[src/hdl/lhrg_pkg.sv]
// Shared types, codes and constants for the latency histogram rate governor.
package lhrg_pkg;

    localparam int RATE_W      = 24;
    localparam int MS_W        = 16;
    localparam int P95_W       = 11;
    localparam int LAT_W       = 32;
    localparam int OUT_CNT_W   = 32;
    localparam int NUM_BUCKETS = 5;
    localparam int BKT_IDX_W   = 3;
    localparam int DIV_NUM_W   = 49;
    localparam int DIV_CNT_W   = 6;
    localparam int CFG_IDX_W   = 3;
    localparam int CFG_DATA_W  = 24;

    // Reciprocal of ten for the rate step: floor(x * RECIP10 / 2^30) == x / 10 for x < 2^26
    localparam int RECIP_W     = 27;
    localparam int RECIP_SHIFT = 30;
    localparam int NR_NUM_W    = RATE_W + 2;
    localparam int NR_PROD_W   = NR_NUM_W + RECIP_W + 1;

    // Configuration register indexes
    localparam logic [CFG_IDX_W-1:0] CFG_ENABLE     = 3'd0;
    localparam logic [CFG_IDX_W-1:0] CFG_BASE_RATE  = 3'd1;
    localparam logic [CFG_IDX_W-1:0] CFG_BASE_BURST = 3'd2;
    localparam logic [CFG_IDX_W-1:0] CFG_TARGET_MS  = 3'd3;
    localparam logic [CFG_IDX_W-1:0] CFG_PROTECT_MS = 3'd4;

    // Mode codes
    localparam logic [1:0] MODE_NORMAL   = 2'd0;
    localparam logic [1:0] MODE_THROTTLE = 2'd1;
    localparam logic [1:0] MODE_PROTECT  = 2'd2;

    localparam logic [RATE_W-1:0]  RESET_BASE_RATE  = 24'd1000;
    localparam logic [RATE_W-1:0]  RESET_BASE_BURST = 24'd1000;
    localparam logic [MS_W-1:0]    RESET_TARGET_MS  = 16'd200;
    localparam logic [MS_W-1:0]    RESET_PROTECT_MS = 16'd1000;
    localparam logic [RECIP_W-1:0] RECIP10          = 27'd107374183;
    localparam logic [RATE_W-1:0]  RATE_MAX         = 24'hFFFFFF;

    // Bucket edges in microseconds (10, 50, 200 and 1000 ms)
    localparam logic [LAT_W-1:0] EDGE_US_0 = 32'd10000;
    localparam logic [LAT_W-1:0] EDGE_US_1 = 32'd50000;
    localparam logic [LAT_W-1:0] EDGE_US_2 = 32'd200000;
    localparam logic [LAT_W-1:0] EDGE_US_3 = 32'd1000000;

    typedef logic [BKT_IDX_W-1:0] t_bucket_idx;

    typedef struct packed {
        logic             func;
        logic [LAT_W-1:0] lat_usec;
    } t_in_item;

    typedef struct packed {
        logic                 adjusted;
        logic [1:0]           mode;
        logic [RATE_W-1:0]    new_rate;
        logic [RATE_W-1:0]    scaled_burst;
        logic [P95_W-1:0]     p95_ms;
        logic [OUT_CNT_W-1:0] window_count;
        logic [OUT_CNT_W-1:0] adjust_count;
        logic [OUT_CNT_W-1:0] throttle_count;
        logic [OUT_CNT_W-1:0] protect_count;
    } t_out_item;

    typedef struct packed {
        logic obs;
        logic clear;
        logic scan;
    } t_hist_ctl;

    typedef struct packed {
        logic             done;
        logic [P95_W-1:0] p95;
    } t_hist_sts;

    typedef struct packed {
        logic                 start;
        logic [DIV_NUM_W-1:0] dividend;
        logic [RATE_W-1:0]    divisor;
    } t_div_req;

    typedef struct packed {
        logic                 done;
        logic [DIV_NUM_W-1:0] quotient;
    } t_div_sts;

    function automatic t_bucket_idx bucket_of(input logic [LAT_W-1:0] lat_us);
        t_bucket_idx b;
        if (lat_us < EDGE_US_0)      b = 3'd0;
        else if (lat_us < EDGE_US_1) b = 3'd1;
        else if (lat_us < EDGE_US_2) b = 3'd2;
        else if (lat_us < EDGE_US_3) b = 3'd3;
        else                         b = 3'd4;
        return b;
    endfunction

    function automatic logic [P95_W-1:0] mid_ms(input t_bucket_idx idx);
        logic [P95_W-1:0] m;
        case (idx)
            3'd0:    m = 11'd5;
            3'd1:    m = 11'd30;
            3'd2:    m = 11'd125;
            3'd3:    m = 11'd600;
            default: m = 11'd2000;
        endcase
        return m;
    endfunction

endpackage

[src/hdl/lhrg_div.sv]
// Restoring divider, one quotient bit per cycle.
module lhrg_div (
    input  logic            i_clk,
    input  logic            i_rst_n,
    input  lhrg_pkg::t_div_req i_req,
    output lhrg_pkg::t_div_sts o_sts
);
    import lhrg_pkg::*;

    logic                 r_busy;
    logic                 r_done;
    logic [DIV_CNT_W-1:0] r_cnt;
    logic [DIV_NUM_W-1:0] r_quo;
    logic [RATE_W-1:0]    r_rem;
    logic [RATE_W-1:0]    r_dvs;

    logic [RATE_W:0] trial;
    logic [RATE_W:0] diff;
    logic            fits;
    logic            last;

    always_comb begin
        trial = {r_rem, r_quo[DIV_NUM_W-1]};
        diff  = trial - {1'b0, r_dvs};
        fits  = (trial >= {1'b0, r_dvs});
        last  = (r_cnt == DIV_CNT_W'(DIV_NUM_W - 1));
    end

    always_ff @(posedge i_clk) begin
        if (!i_rst_n) begin
            r_busy <= 1'b0;
            r_done <= 1'b0;
            r_cnt  <= '0;
        end else begin
            if (i_req.start) begin
                r_busy <= 1'b1;
                r_done <= 1'b0;
                r_cnt  <= '0;
                r_quo  <= i_req.dividend;
                r_rem  <= '0;
                r_dvs  <= i_req.divisor;
            end else if (r_busy) begin
                // shift in the next dividend bit, subtract when it fits
                r_rem  <= fits ? diff[RATE_W-1:0] : trial[RATE_W-1:0];
                r_quo  <= {r_quo[DIV_NUM_W-2:0], fits};
                r_cnt  <= r_cnt + 1'b1;
                r_done <= last;
                if (last) begin
                    r_busy <= 1'b0;
                end
            end else begin
                r_done <= 1'b0;
            end
        end
    end

    assign o_sts.done     = r_done;
    assign o_sts.quotient = r_quo;

endmodule

[src/hdl/lhrg_hist.sv]
// Bucket counters, window count and the sequential p95 bucket scan.
module lhrg_hist #(
    parameter int COUNT_WIDTH = 32
) (
    input  logic                    i_clk,
    input  logic                    i_rst_n,
    input  lhrg_pkg::t_hist_ctl     i_ctl,
    input  lhrg_pkg::t_bucket_idx   i_bucket,
    output lhrg_pkg::t_hist_sts     o_sts,
    output logic [COUNT_WIDTH-1:0]  o_window_total
);
    import lhrg_pkg::*;

    localparam int SUM_W = COUNT_WIDTH + 3;
    localparam int ACC_W = COUNT_WIDTH + 9;

    typedef enum logic [1:0] {
        H_IDLE,
        H_INIT,
        H_SCAN
    } t_hstate;

    t_hstate               r_state;
    logic [COUNT_WIDTH-1:0] r_bkt [NUM_BUCKETS];
    logic [COUNT_WIDTH-1:0] r_total;
    logic [SUM_W-1:0]       r_sum;
    logic [ACC_W-1:0]       r_acc;
    t_bucket_idx            r_idx;
    logic                   r_done;
    logic [P95_W-1:0]       r_p95;

    logic [ACC_W-1:0] sum_ext;
    logic [ACC_W-1:0] bkt_ext;
    logic [ACC_W-1:0] n_acc;
    logic [ACC_W-1:0] neg_t19;
    logic             bkt_sat;

    always_comb begin
        sum_ext = ACC_W'(r_sum);
        bkt_ext = ACC_W'(r_bkt[r_idx]);
        // 20*cum - 19*total >= 0 is the same test as 100*cum >= 95*total
        neg_t19 = '0 - ((sum_ext << 4) + (sum_ext << 1) + sum_ext);
        n_acc   = r_acc + (bkt_ext << 4) + (bkt_ext << 2);
        bkt_sat = (r_bkt[i_bucket] == '1);
    end

    always_ff @(posedge i_clk) begin
        if (!i_rst_n) begin
            r_state <= H_IDLE;
            r_total <= '0;
            r_sum   <= '0;
            r_done  <= 1'b0;
            r_p95   <= '0;
            r_idx   <= '0;
            for (int i = 0; i < NUM_BUCKETS; i++) begin
                r_bkt[i] <= '0;
            end
        end else begin
            if (i_ctl.clear) begin
                r_total <= '0;
                r_sum   <= '0;
                for (int i = 0; i < NUM_BUCKETS; i++) begin
                    r_bkt[i] <= '0;
                end
            end else if (i_ctl.obs) begin
                if (r_total != '1) begin
                    r_total <= r_total + 1'b1;
                end
                if (!bkt_sat) begin
                    r_sum <= r_sum + 1'b1;
                end
                for (int i = 0; i < NUM_BUCKETS; i++) begin
                    if (i_bucket == BKT_IDX_W'(i) && !bkt_sat) begin
                        r_bkt[i] <= r_bkt[i] + 1'b1;
                    end
                end
            end

            case (r_state)
                H_IDLE: begin
                    r_done <= 1'b0;
                    if (i_ctl.scan) begin
                        r_state <= H_INIT;
                    end
                end
                H_INIT: begin
                    r_idx  <= '0;
                    r_acc  <= neg_t19;
                    r_done <= (r_sum == '0);
                    if (r_sum == '0) begin
                        r_p95   <= '0;
                        r_state <= H_IDLE;
                    end else begin
                        r_state <= H_SCAN;
                    end
                end
                H_SCAN: begin
                    r_acc  <= n_acc;
                    r_idx  <= r_idx + 1'b1;
                    r_done <= !n_acc[ACC_W-1];
                    // the last bucket always qualifies once the sum is nonzero
                    if (!n_acc[ACC_W-1]) begin
                        r_p95   <= mid_ms(r_idx);
                        r_state <= H_IDLE;
                    end
                end
                default: begin
                    r_done  <= 1'b0;
                    r_state <= H_IDLE;
                end
            endcase
        end
    end

    assign o_sts.done     = r_done;
    assign o_sts.p95      = r_p95;
    assign o_window_total = r_total;

endmodule

[src/hdl/latency_histogram_rate_governor_core.sv]
// Top level: item sequencer, rate decision, burst scaling and result register.
// Steps: every transaction waits for the p95 scan (one bucket a cycle) before its result; an
//   enabled tick also picks the mode and, when the rate changes, runs a restoring burst divide.
// Throughput: one transaction at a time; the next is taken the cycle after the result is
//   registered, and a result held by the receiver stalls the item behind it in its last step.
// Reset (synchronous, active low) clears histogram and counters and loads register defaults.
module latency_histogram_rate_governor_core #(
    parameter int COUNT_WIDTH = 32
) (
    input  logic                                   i_clk,
    input  logic                                   i_rst_n,
    input  logic                                   i_in_valid,
    output logic                                   o_in_stall,
    input  lhrg_pkg::t_in_item                     i_in_data,
    output logic                                   o_out_valid,
    input  logic                                   i_out_stall,
    output lhrg_pkg::t_out_item                    o_out_data,
    input  logic                                   i_cfg_we,
    input  logic [lhrg_pkg::CFG_IDX_W-1:0]         i_cfg_idx,
    input  logic [lhrg_pkg::CFG_DATA_W-1:0]        i_cfg_data
);
    import lhrg_pkg::*;

    typedef enum logic [2:0] {
        S_IDLE,
        S_P95,
        S_MODE,
        S_CMP,
        S_MUL,
        S_BDIV,
        S_FIN
    } t_state;

    t_state r_state;

    logic              r_enable;
    logic [RATE_W-1:0] r_base_rate;
    logic [RATE_W-1:0] r_base_burst;
    logic [MS_W-1:0]   r_target_ms;
    logic [MS_W-1:0]   r_protect_ms;

    logic [RATE_W-1:0]      r_cur_rate;
    logic [COUNT_WIDTH-1:0] r_adjustments;
    logic [COUNT_WIDTH-1:0] r_throttles;
    logic [COUNT_WIDTH-1:0] r_protects;

    logic                  r_func;
    logic                  r_clr;
    logic                  r_adj;
    logic [1:0]            r_mode;
    logic [P95_W-1:0]      r_p95;
    logic [RATE_W-1:0]     r_nr;
    logic [RATE_W-1:0]     r_burst;
    logic [2*RATE_W-1:0]   r_prod;

    logic      r_out_valid;
    t_out_item r_out;

    t_hist_ctl              hist_ctl;
    t_hist_sts              hist_sts;
    logic [COUNT_WIDTH-1:0] window_total;
    t_div_req               div_req;
    t_div_sts               div_sts;

    logic                 in_acc;
    logic                 out_take;
    logic                 fin_load;
    logic [1:0]           mode_sel;
    logic [RATE_W-1:0]    nr1;
    logic [RATE_W-1:0]    base_div;
    logic [RATE_W-1:0]    burst_clamped;
    logic [MS_W-1:0]      p95_ext;
    logic [NR_NUM_W-1:0]  nr_num;
    logic [NR_PROD_W-1:0] nr_prod;
    logic [RATE_W-1:0]    nr_div10;

    function automatic logic [OUT_CNT_W-1:0] low32(input logic [COUNT_WIDTH-1:0] v);
        logic [63:0] w;
        w = 64'(v);
        return w[OUT_CNT_W-1:0];
    endfunction

    assign in_acc   = i_in_valid && !o_in_stall;
    assign out_take = r_out_valid && !i_out_stall;
    assign fin_load = (r_state == S_FIN) && (!r_out_valid || !i_out_stall);

    always_comb begin
        p95_ext = MS_W'(r_p95);
        if (p95_ext >= r_protect_ms)     mode_sel = MODE_PROTECT;
        else if (p95_ext >= r_target_ms) mode_sel = MODE_THROTTLE;
        else                             mode_sel = MODE_NORMAL;

        // divide the base rate (times four when throttling) by ten with a reciprocal multiply
        nr_num   = (mode_sel == MODE_THROTTLE) ? {r_base_rate, 2'b00} : {2'b00, r_base_rate};
        nr_prod  = NR_PROD_W'(nr_num) * NR_PROD_W'(RECIP10);
        nr_div10 = nr_prod[RECIP_SHIFT +: RATE_W];

        nr1      = (r_nr == '0) ? RATE_W'(1) : r_nr;
        base_div = (r_base_rate == '0) ? RATE_W'(1) : r_base_rate;

        if (div_sts.quotient == '0)                           burst_clamped = RATE_W'(1);
        else if (div_sts.quotient > DIV_NUM_W'(RATE_MAX))     burst_clamped = RATE_MAX;
        else                                                  burst_clamped =
                                                              div_sts.quotient[RATE_W-1:0];
    end

    always_comb begin
        // add half the divisor to round to nearest
        div_req.start    = (r_state == S_MUL);
        div_req.dividend = DIV_NUM_W'(r_prod) + DIV_NUM_W'(base_div >> 1);
        div_req.divisor  = base_div;
    end

    always_comb begin
        hist_ctl.obs   = in_acc && !i_in_data.func;
        hist_ctl.scan  = in_acc;
        hist_ctl.clear = fin_load && r_clr;
    end

    lhrg_hist #(
        .COUNT_WIDTH(COUNT_WIDTH)
    ) u_hist (
        .i_clk          (i_clk),
        .i_rst_n        (i_rst_n),
        .i_ctl          (hist_ctl),
        .i_bucket       (bucket_of(i_in_data.lat_usec)),
        .o_sts          (hist_sts),
        .o_window_total (window_total)
    );

    lhrg_div u_div (
        .i_clk   (i_clk),
        .i_rst_n (i_rst_n),
        .i_req   (div_req),
        .o_sts   (div_sts)
    );

    always_ff @(posedge i_clk) begin
        if (!i_rst_n) begin
            r_state       <= S_IDLE;
            r_enable      <= 1'b0;
            r_base_rate   <= RESET_BASE_RATE;
            r_base_burst  <= RESET_BASE_BURST;
            r_target_ms   <= RESET_TARGET_MS;
            r_protect_ms  <= RESET_PROTECT_MS;
            r_cur_rate    <= RESET_BASE_RATE;
            r_adjustments <= '0;
            r_throttles   <= '0;
            r_protects    <= '0;
            r_out_valid   <= 1'b0;
            r_clr         <= 1'b0;
        end else begin
            if (i_cfg_we) begin
                case (i_cfg_idx)
                    CFG_ENABLE:     r_enable     <= i_cfg_data[0];
                    CFG_BASE_RATE: begin
                        r_base_rate <= i_cfg_data;
                        r_cur_rate  <= (i_cfg_data == '0) ? RATE_W'(1) : i_cfg_data;
                    end
                    CFG_BASE_BURST: r_base_burst <= i_cfg_data;
                    CFG_TARGET_MS:  r_target_ms  <= i_cfg_data[MS_W-1:0];
                    CFG_PROTECT_MS: r_protect_ms <= i_cfg_data[MS_W-1:0];
                    default: ;
                endcase
            end

            if (fin_load) begin
                r_out_valid <= 1'b1;
            end else if (out_take) begin
                r_out_valid <= 1'b0;
            end

            case (r_state)
                S_IDLE: begin
                    if (in_acc) begin
                        r_func  <= i_in_data.func;
                        r_clr   <= 1'b0;
                        r_adj   <= 1'b0;
                        r_mode  <= MODE_NORMAL;
                        r_burst <= '0;
                        r_state <= S_P95;
                    end
                end
                S_P95: begin
                    if (hist_sts.done) begin
                        r_p95   <= hist_sts.p95;
                        r_state <= (r_func && r_enable) ? S_MODE : S_FIN;
                    end
                end
                S_MODE: begin
                    r_mode  <= mode_sel;
                    r_clr   <= 1'b1;
                    r_state <= S_CMP;
                    case (mode_sel)
                        MODE_PROTECT: begin
                            if (r_protects != '1) r_protects <= r_protects + 1'b1;
                            r_nr <= nr_div10;
                        end
                        MODE_THROTTLE: begin
                            if (r_throttles != '1) r_throttles <= r_throttles + 1'b1;
                            r_nr <= nr_div10;
                        end
                        default: begin
                            r_nr <= r_base_rate;
                        end
                    endcase
                end
                S_CMP: begin
                    r_nr <= nr1;
                    if (nr1 != r_cur_rate) begin
                        r_prod  <= (2*RATE_W)'(r_base_burst) * (2*RATE_W)'(nr1);
                        r_state <= S_MUL;
                    end else begin
                        r_state <= S_FIN;
                    end
                end
                S_MUL: begin
                    r_state <= S_BDIV;
                end
                S_BDIV: begin
                    if (div_sts.done) begin
                        r_burst    <= burst_clamped;
                        r_cur_rate <= r_nr;
                        r_adj      <= 1'b1;
                        if (r_adjustments != '1) r_adjustments <= r_adjustments + 1'b1;
                        r_state    <= S_FIN;
                    end
                end
                S_FIN: begin
                    // hold until the result register is free
                    if (fin_load) begin
                        r_out.adjusted       <= r_adj;
                        r_out.mode           <= r_mode;
                        r_out.new_rate       <= r_cur_rate;
                        r_out.scaled_burst   <= r_burst;
                        r_out.p95_ms         <= r_p95;
                        r_out.window_count   <= r_clr ? '0 : low32(window_total);
                        r_out.adjust_count   <= low32(r_adjustments);
                        r_out.throttle_count <= low32(r_throttles);
                        r_out.protect_count  <= low32(r_protects);
                        r_state              <= S_IDLE;
                    end
                end
                default: begin
                    r_state <= S_IDLE;
                end
            endcase
        end
    end

    assign o_in_stall  = (r_state != S_IDLE);
    assign o_out_valid = r_out_valid;
    assign o_out_data  = r_out;

    a_acc_then_busy: assert property (@(posedge i_clk) disable iff (!i_rst_n)
        in_acc |=> o_in_stall)
        else $error("sequencer did not leave idle after a transaction");

    a_rate_nonzero: assert property (@(posedge i_clk) disable iff (!i_rst_n)
        r_cur_rate != '0)
        else $error("current rate dropped to zero");

    a_adj_burst: assert property (@(posedge i_clk) disable iff (!i_rst_n)
        (o_out_valid && o_out_data.adjusted) |-> (o_out_data.scaled_burst != '0))
        else $error("adjusted result carries a zero burst");

    a_div_done_state: assert property (@(posedge i_clk) disable iff (!i_rst_n)
        div_sts.done |-> (r_state == S_BDIV))
        else $error("divider finished outside the burst divide step");

    a_scan_done_state: assert property (@(posedge i_clk) disable iff (!i_rst_n)
        hist_sts.done |-> (r_state == S_P95))
        else $error("p95 scan finished outside the scan wait");

endmodule

[config.mk]
export PLATFORM = sky130hd
export DESIGN_NAME = latency_histogram_rate_governor_core
export DESIGN_NICKNAME = d
export VERILOG_FILES = /design/src/hdl/lhrg_pkg.sv /design/src/hdl/lhrg_div.sv /design/src/hdl/lhrg_hist.sv /design/src/hdl/latency_histogram_rate_governor_core.sv
export SDC_FILE = /design/constraint.sdc
export NUM_CORES = 2
export LEC_CHECK = 0
export BUFFER_PORTS_ARGS = -buffer_cell sky130_fd_sc_hd__buf_2
export CAP_MARGIN = 20
export CORE_MARGIN = 2
export CORE_UTILIZATION = 65
export CTS_CLUSTER_SIZE = 24
export DETAILED_ROUTE_END_ITERATION = 8
export PLACE_DENSITY = 0.86
export SLEW_MARGIN = 20
export SYNTH_ARGS = -nofsm -noshare
export SYNTH_HDL_FRONTEND = slang
export SYNTH_SLANG_ARGS = --single-unit
[constraint.sdc]
create_clock -name i_clk -period 25 [get_ports i_clk]
set_input_delay 2.5 -clock i_clk [delete_from_list [all_inputs] [get_ports i_clk]]
set_output_delay 2.5 -clock i_clk [all_outputs]
set_load 0.005 [all_outputs]
# Word-level counts from Yosys, hierarchy flattened
# Memories as Yosys holds them, arrays and structs flattened. A register that Yosys moved wholly into a read port is not among the register bits.
# Cells that the tools add are included.
# W data, S select, Z words.
# word_totals
ram_bits,160
n_memories,1
elab_cells,278
register_bits,737
# op_classes
n_bitwise,13
add_sub_neg,19
mul,2
n_reduce_logical,63
eq_ne,35
mux,95
n_lt_le_gt_ge,8
# mem_list
memory,words,width,read_ports,rd_ports_with_merged_regs,write_ports,line,text
u_hist.r_bkt,5,32,7,1,5,lhrg_hist.sv:24,logic [COUNT_WIDTH-1:0] r_bkt [NUM_BUCKETS];
# ops
operator,n
$mux W24,14
$mux W32,10
$add A32 B1 Y32 const B,9
$ne A32 B32 Y1 const B,4
$mux W49,2
$pmux W24 S2,2
$pmux W41 S2,1
$logic_not A24 Y1,3
$mul A26 B27 Y53 const B,1
$add A48 B23 Y49,1
$gt A49 B24 Y1 const B,1
$logic_not A49 Y1,1
$mul A24 B24 Y48,1
$pmux W11 S4,1
$add A41 B34 Y41,1
$add A41 B35 Y41,1
$add A41 B36 Y41,1
$sub A1 B41 Y41 const A,1
$add A39 B36 Y40,1
$mux W1,37
$add A35 B1 Y35 const B,1
$logic_not A35 Y1,1
$mux W3,11
$eq A32 B32 Y1 const B,1
other kinds (41),128

# Depth between registers and ports, before layout
# An unclocked memory read counts as a cell.
# depth
ltp_word,15
ltp_mapped,38
depth_no_buf,37

# Hierarchy
# From an unflattened synthesis, not the netlist that was laid out.
# hier_totals
hier_cells,7802
area_unflattened_um2,77008.9
# modules_own_cells
module,area_per_inst_um2,instances,cells_each
latency_histogram_rate_governor_core,49952.9,1,5108
lhrg_hist,21389.3,1,2211
lhrg_div,5666.7,1,483

# Worst setup path after synthesis
# OpenSTA, ideal clock, no wires.
# synth_path
kind,register to register
from,register r_p95[8]
to,register r_nr[16] (data pin)
arrival_ps,8133
synth_period_minus_slack_ps,8393
n_path_buf,1
stages_incl_launch_ff,33
slack_ps,16607
required_time_ps,24739
setup_time_ps,261
path_cell_list,edfxtp_1 > ha_1 > a21o_1 > a211oi_1 > a31o_2 > nand2_1 > inv_2 > clkbuf_1 > nand2_1 > nand2_1 > ha_1 > fa_1 > inv_1 > fa_1 > inv_1 > fa_1 > inv_1 > fa_1 > fa_1 > fa_1 > inv_1 > ha_1 > a21o_1 > a211oi_1 > o21ai_0 > and3_1 > nor4_1 > a21boi_2 > o21ai_2 > o21ai_2 > a221oi_2 > xnor2_1 > a221o_1
# synth_between
elab_chain_len,8
word_cells_on_any_way,11
cone_classes,mul (1); order compare (2); eq/ne (2); mux (5); reduce/logical (1)
# synth_lines
item,line,text
"start, declared",latency_histogram_rate_governor_core.sv:51,logic [P95_W-1:0] r_p95;
"start signal, assigned",latency_histogram_rate_governor_core.sv:186,r_p95 <= hist_sts.p95;
$ge A11 B16 Y1,latency_histogram_rate_governor_core.sv:90,else if (p95_ext >= r_target_ms) mode_sel = MODE_THROTTLE;
$mux W1,latency_histogram_rate_governor_core.sv:90,
$mux W2 (*),latency_histogram_rate_governor_core.sv:89,if (p95_ext >= r_protect_ms) mode_sel = MODE_PROTECT;
$eq A2 B1 Y1,"latency_histogram_rate_governor_core.sv:94, latency_histogram_rate_governor_core.sv:194",
$mux W26,latency_histogram_rate_governor_core.sv:94,"nr_num = (mode_sel == MODE_THROTTLE) ? {r_base_rate, 2'b00} : {2'b00, r_base_rate};"
$mul A26 B27 Y53,latency_histogram_rate_governor_core.sv:95,nr_prod = NR_PROD_W'(nr_num) * NR_PROD_W'(RECIP10);
$mux W24 (*),latency_histogram_rate_governor_core.sv:194,case (mode_sel)
$pmux W24 S2 (*),latency_histogram_rate_governor_core.sv:173,case (r_state)
"end signal, assigned",latency_histogram_rate_governor_core.sv:197,r_nr <= nr_div10;
"end signal, assigned",latency_histogram_rate_governor_core.sv:201,r_nr <= nr_div10;
"end signal, assigned",latency_histogram_rate_governor_core.sv:204,r_nr <= r_base_rate;
"end, declared",latency_histogram_rate_governor_core.sv:52,logic [RATE_W-1:0] r_nr;
# Mark *: on every way between the ends. The rest lies on a longest branch, timed or not.
# A chain may end at the register's enable or synchronous reset.

# Worst setup path after layout
# layout_path
from,register r_p95[8]
to,register r_nr[15] (data pin)
# The elaborated chain is that of the path after synthesis.

==> impl_metrics.ini <==
[outcome]
status = completed

[cts]
cts_setup_buffers = 0
cts_sinks = 892
clkSlewWorstSetupHoldPaths_ns = 0.07
cts-root-buf = clkbuf_16
numCtsBuffers = 92
clock_path_buffers = 3
clk_latency_ns = 0.70
htreeDepth = 3
cts_tree = built
cts_resized = 0
hold_buffers = 0

[timing]
period_share_pct = 40.3
layout_min_cycle_time_ns = 10.09
setup_viol = 0
report.final.slew_viol_count = 0
max_freq_mhz = 99.1
rsz0062_at_grt = no
final_hold_viol_count = 0
fin_skew_ns = 0.0532
slew_headroom_pct = 20.1
tns_ns = 0
worstMarginPinSlew_ns = 1.20

[logic_synthesis]
yosysTopAreaCell = edfxtp_1
synth-seq-cells = 892
yosysWarnings = 0
ys_types = 103
syn_avg_cell_area_um2 = 9.79
yosysSeqAreaShare_pct = 31.7
synth_edf_count = 593
synth_nets = 9049
synthArstFlopShare_pct = 0
syn_area_um2 = 75000
synth_ff_type = edfxtp_1
synth_top_area_share_pct = 23.8
synthTopCellsByArea = edfxtp_1, fa_1, ha_1
syn_inst = 7654

[worst_setup_path]
cp.arrival_ns = 10.65
crit_path_top_delay_cell = fa_1
start_kind = flop
critPathMaxStageDelay_ns = 0.67
reg2reg_from = r_p95[8]
critPathMaxFanout = 25
crit_required_ns = 25.56
startpoint = r_p95[8]
critPathTopFamily = adder cells
crit_path_end_kind = flop
path_buf_inv = 7
crit_type = flop to flop
crit_top_cell = fa_1

[floorplan]
fp.dieW_um = 344
fp.dieArea_um2 = 118000
core_um2 = 114000
start_util_pct = 65.6
num_rows = 124
fp.dieH_um = 344
io_pins = 257

[global_route]
grt_first_pass_wirelength_mm = 311
grt_pass1_vias = 58247
grt.total_usage_pct = 33.6
antenna_found_initial = 7
overflow = 0
grt_max_degree = 100

[min_path]
hold_start = r_burst[15]
hold_class = flop to flop

[layout]
most-common-layout-cells = inv_1, nand2_1, fa_1, ha_1, edfxtp_1
layout_commonest_cell = inv_1
syn2layout_area_growth_pct = 7.75
drive_gt1_share_pct = 8.08
fillers = 7889
nets = 9176

[power]
p_seq_share_pct = 29.3
net-switching-power_mw = 2.21
max-vdd-ir-drop_mv = 0.103
switching_share_pct = 38.4
power_frac_comb_pct = 45.9
power_density_nw_per_um2 = 71.1
p_clk_share_pct = 24.8
power_mw = 5.74
p_leak_nw = 36.0
p_int_mw = 3.53

[placement]
port_buffers = 252
routabilityCongestion = 0.969
dpl.hpwl_mm = 145

[drt]
viasPerCell = 6.10
vias = 57168
drt_iter0_drc = 4993
ant_nets = 0
wl_per_cell_um = 21.0
first_pass_iters = 9
finalWirelength_mm = 197
drc = 0

[job]
cap_violations = 0
stage by stage:
step	hold slack, ns	instances	worst slack, ns	cell area (µm²)	utilization, %
4_1_cts	0.416	9370	14.94	80700	70.6
6_report	0.416	9373	14.91	80800	70.6
2_1_floorplan	0.400	7654	16.61	75000	-
3_5_place_dp	0.405	9199	15.01	77600	67.9
5_1_grt	0.419	9370	14.30	80800	70.6
3_3_place_gp	0.401	9199	15.04	77600	67.9
power by group through the flow:
stage | Clock (mW) | Combinational [mW] | Sequential (mW)
2_1_floorplan | 0 | 1.93 | 1.70
3_3_place_gp | 0 | 2.50 | 1.71
3_5_place_dp | 0 | 2.57 | 1.71
4_1_cts | 1.43 | 2.60 | 1.68
5_1_grt | 1.48 | 2.94 | 1.68
6_report | 1.42 | 2.64 | 1.68
sequential cells by signal, summed over array words and instances (netlist names), 3 cells and up, named ones only:
name / flops
o_out_data: 188
u_hist.r_bkt: 160
u_div.r_quo: 49
r_prod: 48
u_hist.r_acc: 39
u_hist.r_sum: 35
r_adjustments: 32
r_protects: 32
r_throttles: 32
u_hist.o_window_total: 32
r_base_burst: 24
r_base_rate: 24
r_burst: 24
r_cur_rate: 24
r_nr: 24
u_div.r_dvs: 24
u_div.r_rem: 24
r_protect_ms: 16
r_target_ms: 16
r_p95: 9
u_hist.r_p95: 9
u_div.r_cnt: 6
r_state: 3
u_hist.r_idx: 3
synthesized netlist by cell type, types with 56 or more instances:
cell / instances
edfxtp_1: 593
a21o_1: 135
a21oi_1: 322
nand3_1: 168
nor2_1: 554
ha_1: 619
and3_1: 80
xor2_1: 303
nor3_1: 63
o21a_1: 56
dfxtp_1: 299
clkbuf_1: 239
nor4_1: 63
nand2_1: 968
xnor2_1: 236
inv_1: 991
nand4_1: 122
nor2b_1: 66
and2_1: 224
fa_1: 711
o21ai_0: 213
final timing paths:
kind	endpoint	slack (ns)	depth (start not counted)
worst max-delay path	r_nr[15]	14.91	33
worst min-delay path	o_out_data[154]	0.42	0
worst max register to register	r_nr[15]	14.91	33
worst min register to register	o_out_data[154]	0.42	0
final cells by class:
class                           count  area [µm²]  area share (%)
Antenna cell                        3        7.51         0.00930
Clock buffer                      113        2500            3.10
Clock inverter                     58         618           0.765
Inverter                          993        3730            4.62
Multi-Input combinational cell   5472       46400            57.4
Sequential cell                   892       23800            29.5
Tap cell                         1512        1890            2.34
Timing Repair Buffer              330        1850            2.29
logic make-up after synthesis:
group / after synthesis / synth area share (%)
xor+xnor: 539 / 6.30
simple gates: 2482 / 15.5
buf+inv: 1290 / 6.53
flops: 892 / 31.7
compound gates: 1017 / 8.63
fa+ha+maj: 1330 / 29.3
mux: 104 / 1.98
metal layers:
layer	wire length [µm]	global-route usage [%]	vias up
li1	-	-	25714
met1	73000	42.3	27712
met2	91400	54.7	3010
met3	20600	7.32	722
met4	11900	17.4	10
met5	65	0	-
No activity file was read; power rests on OpenSTA's default activity.
